## src/dfrh_pkg.sv

```systemverilog
// Types and constants for the DfuSe request handler.
package dfrh_pkg;

   // Channel widths
   localparam int REQ_TDATA_W = 72;
   localparam int REQ_TUSER_W = 3;
   localparam int RSP_TDATA_W = 96;
   localparam int RSP_TUSER_W = 3;
   localparam int CSR_INDEX_W = 3;
   localparam int CSR_DATA_W  = 32;

   // Hardware length limit of the latched download length
   localparam int LEN_CAP = 2047;

   // Result queue
   localparam int FIFO_DEPTH = 4;
   localparam int FIFO_PTR_W = $clog2(FIFO_DEPTH);
   localparam int FIFO_CNT_W = $clog2(FIFO_DEPTH + 1);

   // DfuSe block-zero commands
   localparam logic [7:0] CMD_SET_ADDRESS = 8'h21;
   localparam logic [7:0] CMD_PAGE_ERASE  = 8'h41;

   // bwPollTimeout reported after a download block, in ms
   localparam logic [23:0] POLL_MS = 24'd10;

   // Data stage lengths of fixed replies
   localparam logic [15:0] STATUS_LEN   = 16'd6;
   localparam logic [15:0] STATE_LEN    = 16'd1;
   localparam logic [15:0] CMD_LIST_LEN = 16'd3;

   typedef enum logic [2:0] {
      REQ_DNLOAD      = 3'd0,
      REQ_UPLOAD      = 3'd1,
      REQ_GETSTATUS   = 3'd2,
      REQ_CLRSTATUS   = 3'd3,
      REQ_GETSTATE    = 3'd4,
      REQ_ABORT       = 3'd5,
      REQ_DETACH      = 3'd6,
      REQ_STATUS_DONE = 3'd7
   } req_kind_type;

   typedef enum logic [3:0] {
      ST_IDLE          = 4'd2,
      ST_DNLOAD_SYNC   = 4'd3,
      ST_DNBUSY        = 4'd4,
      ST_DNLOAD_IDLE   = 4'd5,
      ST_MANIFEST_SYNC = 4'd6,
      ST_MANIFEST      = 4'd7,
      ST_UPLOAD_IDLE   = 4'd9,
      ST_ERROR         = 4'd10
   } dfu_state_type;

   typedef enum logic [2:0] {
      RK_NONE     = 3'd0,
      RK_STATUS   = 3'd1,
      RK_CMD_LIST = 3'd2,
      RK_FLASH    = 3'd3,
      RK_FILLER   = 3'd4
   } reply_kind_type;

   typedef enum logic [2:0] {
      FOP_NONE       = 3'd0,
      FOP_ERASE_PAGE = 3'd1,
      FOP_ERASE_APP  = 3'd2,
      FOP_PROGRAM    = 3'd3,
      FOP_READ       = 3'd4
   } flash_op_type;

   typedef enum logic [2:0] {
      CSR_APP_START    = 3'd0,
      CSR_WRITABLE_END = 3'd1,
      CSR_FLASH_END    = 3'd2,
      CSR_XFER_SIZE    = 3'd3,
      CSR_PAGE_LOG2    = 3'd4,
      CSR_UPLOAD_EN    = 3'd5
   } csr_index_type;

   localparam logic STATUS_OK  = 1'b0;
   localparam logic STATUS_ERR = 1'b1;

   typedef struct packed {
      reply_kind_type reply_kind;
      logic [15:0]    reply_length;
      logic           dfu_status;
      logic [23:0]    poll_timeout;
      logic [3:0]     state_code;
      flash_op_type   flash_op;
      logic [31:0]    flash_address;
      logic [10:0]    flash_length;
      logic           last_result;
   } rsp_type;

endpackage

```

## src/dfuse_request_handler_unit.sv

```systemverilog
// DfuSe request handler: DFU state, address pointer and flash command generation.
//
//  channel | direction | tdata / data          | tuser / index | tlast
//  req_    | in        | block, length, cmd    | request type  | -
//  rsp_    | out       | reply and flash cmd   | reply kind    | last result
//  csr_    | in        | register write data   | register idx  | -
//
// A request is held in the input register and resolved there into one or two results,
// which enter a 4-entry result queue; rsp_tvalid rises in the cycle after.
// One request per cycle is sustained; the input register is released only when the queue
// has room for two results, so a stalled rsp_ side backs up into req_tready.
// Reset is synchronous: DFU state to dfuIDLE, pointers and flags cleared, registers to defaults.
module dfuse_request_handler_unit #(
   parameter int BUFFER_BYTES = 1024
) (
   input  logic                                clock,
   input  logic                                reset,
   input  logic                                req_tvalid,
   output logic                                req_tready,
   // block_num[15:0], data_length[31:16], cmd_byte[39:32], cmd_address[71:40]
   input  logic [dfrh_pkg::REQ_TDATA_W-1:0]    req_tdata,
   // req_type[2:0]
   input  logic [dfrh_pkg::REQ_TUSER_W-1:0]    req_tuser,
   output logic                                rsp_tvalid,
   input  logic                                rsp_tready,
   // reply_length[15:0], dfu_status[16], poll_timeout[40:17], state_code[44:41],
   // flash_op[47:45], flash_address[79:48], flash_length[90:80], zero pad[95:91]
   output logic [dfrh_pkg::RSP_TDATA_W-1:0]    rsp_tdata,
   // reply_kind[2:0]
   output logic [dfrh_pkg::RSP_TUSER_W-1:0]    rsp_tuser,
   output logic                                rsp_tlast,
   input  logic                                csr_valid,
   output logic                                csr_ready,
   input  logic [dfrh_pkg::CSR_INDEX_W-1:0]    csr_index,
   input  logic [dfrh_pkg::CSR_DATA_W-1:0]     csr_data
);
   import dfrh_pkg::*;

   localparam int CapLen = (BUFFER_BYTES < LEN_CAP) ? BUFFER_BYTES : LEN_CAP;
   localparam logic [10:0] CAP_LEN = 11'(CapLen);

   // configuration
   logic [31:0] app_start_ff, writable_end_ff, flash_end_ff;
   logic [10:0] xfer_size_ff;
   logic [4:0]  page_log2_ff;
   logic        upload_en_ff;

   // input register
   logic         in_valid_ff;
   req_kind_type in_kind_ff;
   logic [15:0]  in_blk_ff, in_dlen_ff;
   logic [7:0]   in_cbyte_ff;
   logic [31:0]  in_caddr_ff;

   // protocol state
   dfu_state_type dfu_state_ff, dfu_state_in;
   logic [31:0]   addr_ptr_ff, addr_ptr_in;
   logic [15:0]   pend_blk_ff, pend_blk_in;
   logic [10:0]   pend_len_ff, pend_len_in;
   logic [7:0]    pend_cmd_ff, pend_cmd_in;
   logic [31:0]   pend_caddr_ff, pend_caddr_in;
   logic          app_erased_ff, app_erased_in;
   logic [23:0]   timeout_ff, timeout_in;

   // result queue
   rsp_type                fifo_ff [FIFO_DEPTH];
   logic [FIFO_PTR_W-1:0]  wr_ptr_ff, rd_ptr_ff;
   logic [FIFO_CNT_W-1:0]  cnt_ff;

   logic          proc, req_acc, rsp_pop;
   logic          two_res;
   rsp_type       res_a, res_b, res_prog;

   // address and window checks
   logic [15:0]        mul_blk;
   logic signed [16:0] blk_off;
   logic signed [28:0] blk_prod;
   logic [31:0]        blk_addr;
   logic [10:0]        xfer_len;
   logic [10:0]        dl_capped;
   logic [31:0]        page_mask;
   logic               up_ok, prog_in_win, prog_fits, erase_ok;

   assign csr_ready = 1'b1;

   always_ff @(posedge clock) begin
      if (reset) begin
         app_start_ff    <= 32'd134225920;
         writable_end_ff <= 32'd134283264;
         flash_end_ff    <= 32'd134283264;
         xfer_size_ff    <= 11'd1024;
         page_log2_ff    <= 5'd10;
         upload_en_ff    <= 1'b0;
      end else if (csr_valid && csr_ready) begin
         case (csr_index_type'(csr_index))
            CSR_APP_START:    app_start_ff    <= csr_data;
            CSR_WRITABLE_END: writable_end_ff <= csr_data;
            CSR_FLASH_END:    flash_end_ff    <= csr_data;
            CSR_XFER_SIZE:    xfer_size_ff    <= csr_data[10:0];
            CSR_PAGE_LOG2:    page_log2_ff    <= csr_data[4:0];
            CSR_UPLOAD_EN:    upload_en_ff    <= csr_data[0];
            default: ;
         endcase
      end
   end

   // queue must have room for two results before a request is resolved
   assign proc       = in_valid_ff && (cnt_ff <= FIFO_CNT_W'(FIFO_DEPTH - 2));
   assign req_tready = !in_valid_ff || proc;
   assign req_acc    = req_tvalid && req_tready;

   always_ff @(posedge clock) begin
      if (reset) begin
         in_valid_ff <= 1'b0;
      end else if (req_acc) begin
         in_valid_ff <= 1'b1;
      end else if (proc) begin
         in_valid_ff <= 1'b0;
      end
   end

   always_ff @(posedge clock) begin
      if (req_acc) begin
         in_kind_ff  <= req_kind_type'(req_tuser);
         in_blk_ff   <= req_tdata[15:0];
         in_dlen_ff  <= req_tdata[31:16];
         in_cbyte_ff <= req_tdata[39:32];
         in_caddr_ff <= req_tdata[71:40];
      end
   end

   // addr_ptr + (block - 2) * transfer_size, modulo 2^32
   assign mul_blk  = (in_kind_ff == REQ_STATUS_DONE) ? pend_blk_ff : in_blk_ff;
   assign blk_off  = $signed({1'b0, mul_blk}) - 17'sd2;
   assign blk_prod = blk_off * $signed({1'b0, xfer_size_ff});
   assign blk_addr = addr_ptr_ff + {{3{blk_prod[28]}}, blk_prod};

   assign xfer_len  = (xfer_size_ff > CAP_LEN) ? CAP_LEN : xfer_size_ff;
   assign dl_capped = (in_dlen_ff > 16'(CapLen)) ? CAP_LEN : in_dlen_ff[10:0];
   assign page_mask = ~(32'hFFFF_FFFF << page_log2_ff);

   assign up_ok = (blk_addr >= app_start_ff) &&
                  ({1'b0, blk_addr} + {22'd0, xfer_size_ff} <= {1'b0, flash_end_ff});
   assign prog_in_win = (blk_addr >= app_start_ff);
   assign prog_fits   = ({1'b0, blk_addr} + {22'd0, pend_len_ff} <= {1'b0, writable_end_ff});
   assign erase_ok    = (pend_caddr_ff >= app_start_ff) &&
                        ({1'b0, pend_caddr_ff} + {22'd0, xfer_size_ff}
                         <= {1'b0, writable_end_ff}) &&
                        ((pend_caddr_ff & page_mask) == 32'd0);

   // next state
   always_comb begin
      dfu_state_in  = dfu_state_ff;
      addr_ptr_in   = addr_ptr_ff;
      pend_blk_in   = pend_blk_ff;
      pend_len_in   = pend_len_ff;
      pend_cmd_in   = pend_cmd_ff;
      pend_caddr_in = pend_caddr_ff;
      app_erased_in = app_erased_ff;
      timeout_in    = timeout_ff;
      case (in_kind_ff)
         REQ_DNLOAD: begin
            if (in_dlen_ff == 16'd0) begin
               dfu_state_in = ST_MANIFEST_SYNC;
            end else begin
               pend_blk_in   = in_blk_ff;
               pend_len_in   = dl_capped;
               pend_cmd_in   = in_cbyte_ff;
               pend_caddr_in = in_caddr_ff;
               dfu_state_in  = ST_DNLOAD_SYNC;
            end
         end
         REQ_UPLOAD: begin
            if (in_blk_ff != 16'd0 && !upload_en_ff) dfu_state_in = ST_ERROR;
            else                                     dfu_state_in = ST_UPLOAD_IDLE;
         end
         REQ_GETSTATUS: begin
            if (dfu_state_ff == ST_DNLOAD_SYNC) begin
               dfu_state_in = ST_DNBUSY;
               timeout_in   = POLL_MS;
            end else if (dfu_state_ff == ST_MANIFEST_SYNC) begin
               dfu_state_in = ST_MANIFEST;
            end
         end
         REQ_CLRSTATUS: begin
            if (dfu_state_ff == ST_ERROR) dfu_state_in = ST_IDLE;
         end
         REQ_GETSTATE: ;
         REQ_ABORT:    dfu_state_in = ST_IDLE;
         REQ_DETACH:   dfu_state_in = ST_MANIFEST;
         REQ_STATUS_DONE: begin
            if (dfu_state_ff == ST_DNBUSY) begin
               if (pend_blk_ff == 16'd0) begin
                  if (pend_cmd_ff == CMD_SET_ADDRESS) addr_ptr_in = pend_caddr_ff;
                  dfu_state_in = ST_DNLOAD_IDLE;
               end else begin
                  app_erased_in = 1'b1;
                  // block in window but running past its end is an error
                  if (prog_in_win && !prog_fits) dfu_state_in = ST_ERROR;
                  else                           dfu_state_in = ST_DNLOAD_IDLE;
               end
            end
         end
         default: ;
      endcase
   end

   // results
   always_comb begin
      res_a             = '0;
      res_a.state_code  = dfu_state_in;
      res_a.last_result = 1'b1;
      res_b             = res_a;
      res_prog          = res_a;
      two_res           = 1'b0;
      case (in_kind_ff)
         REQ_UPLOAD: begin
            if (in_blk_ff == 16'd0) begin
               res_a.reply_kind   = RK_CMD_LIST;
               res_a.reply_length = CMD_LIST_LEN;
            end else if (upload_en_ff) begin
               res_a.reply_length = {5'd0, xfer_len};
               if (up_ok) begin
                  res_a.reply_kind    = RK_FLASH;
                  res_a.flash_op      = FOP_READ;
                  res_a.flash_address = blk_addr;
                  res_a.flash_length  = xfer_len;
               end else begin
                  res_a.reply_kind = RK_FILLER;
               end
            end
         end
         REQ_GETSTATUS: begin
            res_a.reply_kind   = RK_STATUS;
            res_a.reply_length = STATUS_LEN;
            res_a.dfu_status   = (dfu_state_ff == ST_ERROR) ? STATUS_ERR : STATUS_OK;
            res_a.poll_timeout = timeout_in;
         end
         REQ_GETSTATE: begin
            res_a.reply_kind   = RK_STATUS;
            res_a.reply_length = STATE_LEN;
         end
         REQ_STATUS_DONE: begin
            if (dfu_state_ff == ST_DNBUSY) begin
               if (pend_blk_ff == 16'd0) begin
                  if (pend_cmd_ff == CMD_PAGE_ERASE && erase_ok) begin
                     res_a.flash_op      = FOP_ERASE_PAGE;
                     res_a.flash_address = pend_caddr_ff;
                  end
               end else begin
                  if (prog_in_win && prog_fits) begin
                     res_prog.flash_op      = FOP_PROGRAM;
                     res_prog.flash_address = blk_addr;
                     res_prog.flash_length  = pend_len_ff;
                  end
                  // first data block erases the whole application area up front
                  if (!app_erased_ff) begin
                     two_res             = 1'b1;
                     res_a.flash_op      = FOP_ERASE_APP;
                     res_a.flash_address = app_start_ff;
                     res_a.last_result   = 1'b0;
                     res_b               = res_prog;
                  end else begin
                     res_a = res_prog;
                  end
               end
            end
         end
         default: ;
      endcase
   end

   always_ff @(posedge clock) begin
      if (reset) begin
         dfu_state_ff  <= ST_IDLE;
         addr_ptr_ff   <= '0;
         pend_blk_ff   <= '0;
         pend_len_ff   <= '0;
         pend_cmd_ff   <= '0;
         pend_caddr_ff <= '0;
         app_erased_ff <= 1'b0;
         timeout_ff    <= '0;
      end else if (proc) begin
         dfu_state_ff  <= dfu_state_in;
         addr_ptr_ff   <= addr_ptr_in;
         pend_blk_ff   <= pend_blk_in;
         pend_len_ff   <= pend_len_in;
         pend_cmd_ff   <= pend_cmd_in;
         pend_caddr_ff <= pend_caddr_in;
         app_erased_ff <= app_erased_in;
         timeout_ff    <= timeout_in;
      end
   end

   // result queue
   assign rsp_pop = rsp_tvalid && rsp_tready;

   always_ff @(posedge clock) begin
      if (reset) begin
         wr_ptr_ff <= '0;
         rd_ptr_ff <= '0;
         cnt_ff    <= '0;
      end else begin
         if (proc) wr_ptr_ff <= wr_ptr_ff + (two_res ? FIFO_PTR_W'(2) : FIFO_PTR_W'(1));
         if (rsp_pop) rd_ptr_ff <= rd_ptr_ff + FIFO_PTR_W'(1);
         cnt_ff <= cnt_ff
                   + (proc ? (two_res ? FIFO_CNT_W'(2) : FIFO_CNT_W'(1)) : FIFO_CNT_W'(0))
                   - (rsp_pop ? FIFO_CNT_W'(1) : FIFO_CNT_W'(0));
      end
   end

   always_ff @(posedge clock) begin
      if (proc) begin
         fifo_ff[wr_ptr_ff] <= res_a;
         if (two_res) fifo_ff[wr_ptr_ff + FIFO_PTR_W'(1)] <= res_b;
      end
   end

   assign rsp_tvalid = (cnt_ff != '0);
   assign rsp_tuser  = fifo_ff[rd_ptr_ff].reply_kind;
   assign rsp_tlast  = fifo_ff[rd_ptr_ff].last_result;
   assign rsp_tdata  = {5'd0,
                        fifo_ff[rd_ptr_ff].flash_length,
                        fifo_ff[rd_ptr_ff].flash_address,
                        fifo_ff[rd_ptr_ff].flash_op,
                        fifo_ff[rd_ptr_ff].state_code,
                        fifo_ff[rd_ptr_ff].poll_timeout,
                        fifo_ff[rd_ptr_ff].dfu_status,
                        fifo_ff[rd_ptr_ff].reply_length};

endmodule

```

## config.mk

```make
export PLATFORM = sky130hd
export DESIGN_NAME = dfuse_request_handler_unit
export DESIGN_NICKNAME = d
export VERILOG_FILES = /design/src/dfrh_pkg.sv /design/src/dfuse_request_handler_unit.sv
export SDC_FILE = /design/constraint.sdc
export NUM_CORES = 2
export LEC_CHECK = 0
export BUFFER_PORTS_ARGS = -buffer_cell sky130_fd_sc_hd__buf_2
export CAP_MARGIN = 15
export CORE_MARGIN = 3
export CORE_UTILIZATION = 55
export CTS_CLUSTER_SIZE = 16
export DETAILED_ROUTE_END_ITERATION = 8
export GPL_TIMING_DRIVEN = 1
export MAX_ROUTING_LAYER = met4
export PLACE_DENSITY_LB_ADDON = 0.12
export SLEW_MARGIN = 20
export SYNTH_ARGS = -nofsm -noshare
export SYNTH_HDL_FRONTEND = slang
export SYNTH_SLANG_ARGS = --single-unit
export TNS_END_PERCENT = 5
```

## constraint.sdc

```tcl
create_clock -name clock -period 15.98 [get_ports clock]
set_input_delay 1.598 -clock clock [delete_from_list [all_inputs] [get_ports clock]]
set_output_delay 1.598 -clock clock [all_outputs]
set_load 0.005 [all_outputs]
```

## Word level (Yosys, flattened, before mapping)

Memories as Yosys holds them, arrays and structs flattened. A register that Yosys moved wholly into a read port is not among the register bits.
Cells that the tools add are included.

- Register bits: 324
- Latch bits: 0
- Bits in writable memories: 380
- ROM bits: 0
- Bits of input ports: 115
- Output and inout port bits: 103
- Logic and storage cells: 152
- Memories: 1

- Add/sub/neg operators: 10
- Multiply operators: 1
- Divide/modulo/power cells: 0
- Order comparisons: 8
- Equal/unequal tests: 18
- Shift-type cells: 1
- Multiplexer cells: 54
- Bitwise gates (word level): 4
- Reductions and logical operators: 32

Memory list:

| memory | words | width | rd ports | clocked after memory_dff | wr ports | line | text |
|---|---|---|---|---|---|---|---|
| fifo_ff | 4 | 95 | 1 | 1 | 2 | dfuse_request_handler_unit.sv:66 | `rsp_type fifo_ff [FIFO_DEPTH];` |

Operator list:

| kind | number |
|---|---|
| 47-bit two-way mux | 5 |
| 46-bit two-way mux | 3 |
| 32-bit by 11-bit adder with 33-bit output | 3 |
| 33-bit by 32-bit <= comparator with 1-bit output | 3 |
| 46-bit case mux with 2 select lines | 1 |
| 19-bit case mux with 4 select lines | 1 |
| 35-bit two-way mux | 2 |
| 32-bit >= comparator | 2 |
| 25-bit case mux with 2 select lines | 1 |
| 16-bit zero test | 3 |
| 24-bit two-way mux | 2 |
| 45-bit two-way mux | 1 |
| 19-bit two-way mux | 2 |
| 11-bit two-way mux | 3 |
| 33-bit two-way mux | 1 |
| 32-bit adder | 1 |
| 32-bit AND | 1 |
| 32-bit zero test | 1 |
| 32-bit NOT | 1 |
| 32-bit by 5-bit << shifter with 32-bit output (first input constant) | 1 |
| 17-bit by 12-bit multiplier with 29-bit output | 1 |
| 4-bit case mux with 7 select lines | 1 |
| 4-bit two-way mux | 6 |
| 3-bit == test (second input constant) | 6 |
| 32 further kinds | 76 |

## Logic depth before layout (Yosys ltp)

- Depth in word-level cells: 13
- Depth in mapped cells: 59
- Mapped depth without buffers: 52

## Least setup slack after synthesis

No wires, ideal clock.

- Path type: register to register
- From: register in_kind_ff[1]
- To: memory fifo_ff[2][16] in the netlist's numbering, data pin
- Setup time: 154 ps
- Data arrival time: 12101 ps
- Required time: 15826 ps
- Slack: 3726 ps
- Cell stages (with the launch flop): 55
- Buffers on the path: 7
- Clock period less this slack: 12254 ps
- Path through: edfxtp_1 > clkbuf_1 > nand3_1 > buf_1 > clkbuf_1 > buf_1 > mux2i_1 > ha_1 > nor2b_1 > o21ai_0 > nor2_1 > xnor2_1 > clkbuf_1 > nand2_1 > fa_1 > fa_1 > inv_1 > fa_1 > [... 19 more ...] > xor2_2 > nor4_2 > and2_1 > nand4_1 > nor2_1 > xnor2_1 > ha_1 > a21o_1 > a21oi_1 > nand2_1 > a2111o_1 > a31oi_1 > o21ai_2 > nor2_1 > buf_6 > a21boi_2 > buf_4 > o22ai_1

RTL lines:

| item | line | text |
|---|---|---|
| start: declaration | dfuse_request_handler_unit.sv:50 | `req_kind_type in_kind_ff;` |
| start signal: assignment | dfuse_request_handler_unit.sv:124 | `in_kind_ff <= req_kind_type'(req_tuser);` |
| end: declaration | dfuse_request_handler_unit.sv:66 |  |

==> reports/metrics.csv <==
metric;value;unit
outcome;completed;
Yosys Warn Count;0;
routed vias;35900;
CP endpoint kind;flop;
DP Worst Slack;2.19;ns
Tot GR Track Use;34.2;%
RSZ-0062 raised after global routing;no;
CP max stage delay;0.94;ns
post-synthesis cell type count;92;
clock latency at the later pin of the worst-skew pair;0.67;ns
Top delay family on crit path;simple AND/OR/NAND/NOR gates;
CTS Root Cell;clkbuf_16;
Post-Syn Area;43400;µm²
PostCTS Resize Cnt;0;
minimum clock period;14.06;ns
number of enable flip-flop cells after synthesis;271;
vias in the first global route;34600;
RD Place Congestion;1.06;
TritonCTS buffer count;77;
io pins;218;
WP data arrival;14.54;ns
setup bufs post-CTS;0;
layout cells sized above 1;12.6;%
Reg2Reg Depth;48;
register bit total from synthesis;686;
post-route antenna net violation count;0;
initial core utilization;55.8;%
average cell area after synthesis;9.36;µm²
initial antenna violation count;14;
dominant cell type by area after synthesis;dfxtp_1;
Most used DFF post-synth;dfxtp_1;
Power per Cell Area;105;nW/µm²
Sink Count;686;
clock-pin slew on the worst setup and hold paths;0.06;ns
Worst Tran Pin Value;1.17;ns
sequential fraction of the synthesis area;37.9;%
CP Launch Type;flop;
most frequent CP cell;nor2_1;
die span in x;287;µm
CTS Buffer Depth;3;
first-pass GRT wire length;209;mm
routed length per instance;23.6;µm
Async S/R FF share, synth;0;%
max-slew violation count;0;
share of the synthesized area in the top cell type;19.1;%
VDD IR-drop max;83.4;µV
DRT Pass-1 Iters;6;
hold depth;2;
final setup vio count;0;
nets@finish;5339;
CP required;16.46;ns
Final Skew;0.0436;ns
Hold Fails Final Rpt;0;
total congestion overflow;0;
max cap viols;0;
Synth area leaders;dfxtp_1 (19%), edfxtp_1 (19%), ha_1 (8.5%);
Final Power;5080;µW
Placed Instances;5715;
core area;77800;µm²
achievable frequency;71.1;MHz
hold buffer count at cts;0;
critical path's slowest cell;nor4_2;
Crit path buffers/inverters;6;
fin crit share;88.0;%
htree depth;3;
TritonCTS clock tree;yes;
IO buf count;206;
worst setup margin;1.92;ns
setup tns final;0;ns
WL final;138;mm
most frequent cell after synthesis;nand2_1;
synth cell count leaders;nand2_1 (766), dfxtp_1 (415), inv_1 (399), a21oi_1 (392), ha_1 (294);
post-DP HPWL;100;mm
pin count of the biggest net entering global routing;79;
Post-Layout Cell Count;5872;
drc violations;0;
Die ar.;82400;µm²
post-DR vias/cell;6.12;
Crit Path Class;flop to flop;
Slew headroom;21.6;%
CP max FO;29;
Die Ht;287;µm
Worst Hold Class;flop to flop;
cells after synthesis;4640;
Hold WS;0.444;ns
Pleak;0.0196;µW
First DRT Iteration DRCs;3898;
CP Depth;48;
# rows;102;
area delta synth->final;11.5;%
-- metrics by stage --
stage          instance area [µm²]  utilization [%]
5_1_grt                      48400             62.2
3_5_place_dp                 45500             58.5
2_1_floorplan                43500                -
4_1_cts                      48400             62.1
6_report                     48400             62.2
3_3_place_gp                 45500             58.5
-- power by group --
group / leakage, µW / switching [µW] / internal (µW)
Clock: 0.00137 / 787 / 1150
Combinational: 0.0122 / 723 / 462
Sequential: 0.00606 / 67.8 / 1890
-- final timing paths --
path	startpoint	endpoint	slack [ns]
max	in_kind_ff[2]$_DFFE_PP_	fifo_ff[3][13]$_DFFE_PP_	1.92
min	timeout_ff[1]$_SDFFE_PP0P_	timeout_ff[1]$_SDFFE_PP0P_	0.44
max reg2reg	in_kind_ff[2]$_DFFE_PP_	fifo_ff[3][13]$_DFFE_PP_	1.92
min reg2reg	timeout_ff[1]$_SDFFE_PP0P_	timeout_ff[1]$_SDFFE_PP0P_	0.44
-- layer usage --
layer  track usage, %  up-vias  part of all wire (%)
met5                -        -                     0
met1             45.3    17500                    41
met2             53.0     1733                    46
met3             6.32      290                   9.6
met4             11.9        0                   3.9
li1                 -    16400                     -
-- flip-flops by register name (all words and copies together), names as in the netlist, 4 cells and up, named ones only --
signal / count
in_dlen_ff: 16
dfu_state_ff: 4
timeout_ff: 24
in_blk_ff: 16
pend_cmd_ff: 8
pend_len_ff: 11
pend_caddr_ff: 32
writable_end_ff: 32
fifo_ff: 360
xfer_size_ff: 11
pend_blk_ff: 16
in_cbyte_ff: 8
flash_end_ff: 32
in_caddr_ff: 32
page_log2_ff: 5
addr_ptr_ff: 32
app_start_ff: 32
-- layout make-up --
cell class / count / area (µm²)
diodes: 14 / 35.0
clock buffers: 109 / 2260
clock inverters: 33 / 578
fillers: 6688 / 29400
inverters: 404 / 1520
multi-input cells: 3280 / 24500
flip-flops and latches: 686 / 16500
well taps: 1040 / 1300
repair buffers: 306 / 1790
-- worst min-delay path, delay by kind of cell, from the launching register on --
family,cells,cell delay (ns)
compound gates,1,0.05
buf+inv,1,0.05
flops,1,0.30
-- placed cells by master (no fill, tap or decap), types with 75 or more instances in the layout --
master / count
nand2_1: 765
dfxtp_1: 413
inv_1: 395
a21oi_1: 390
ha_1: 294
edfxtp_1: 271
buf_2: 205
nor2_1: 184
o21ai_0: 181
fa_1: 175
xnor2_1: 124
o22ai_1: 113
a22o_1: 108
buf_4: 99
mux4_2: 90
and2_1: 87
a21o_1: 82
clkbuf_16: 81
nor3_1: 75
-- cell families after synthesis --
family	count (synthesis)	share of synthesized area, %
adder cells (fa/ha/maj)	469	16.5
AO/OA/AOI/OAI	1132	16.5
multiplexers	114	5.22
AND/OR/NAND/NOR	1399	14.6
XOR/XNOR	155	3.16
other	2	0.0173
flip-flops	686	37.9
buffers and inverters	683	6.09
Power figures use the tool's default switching activity.
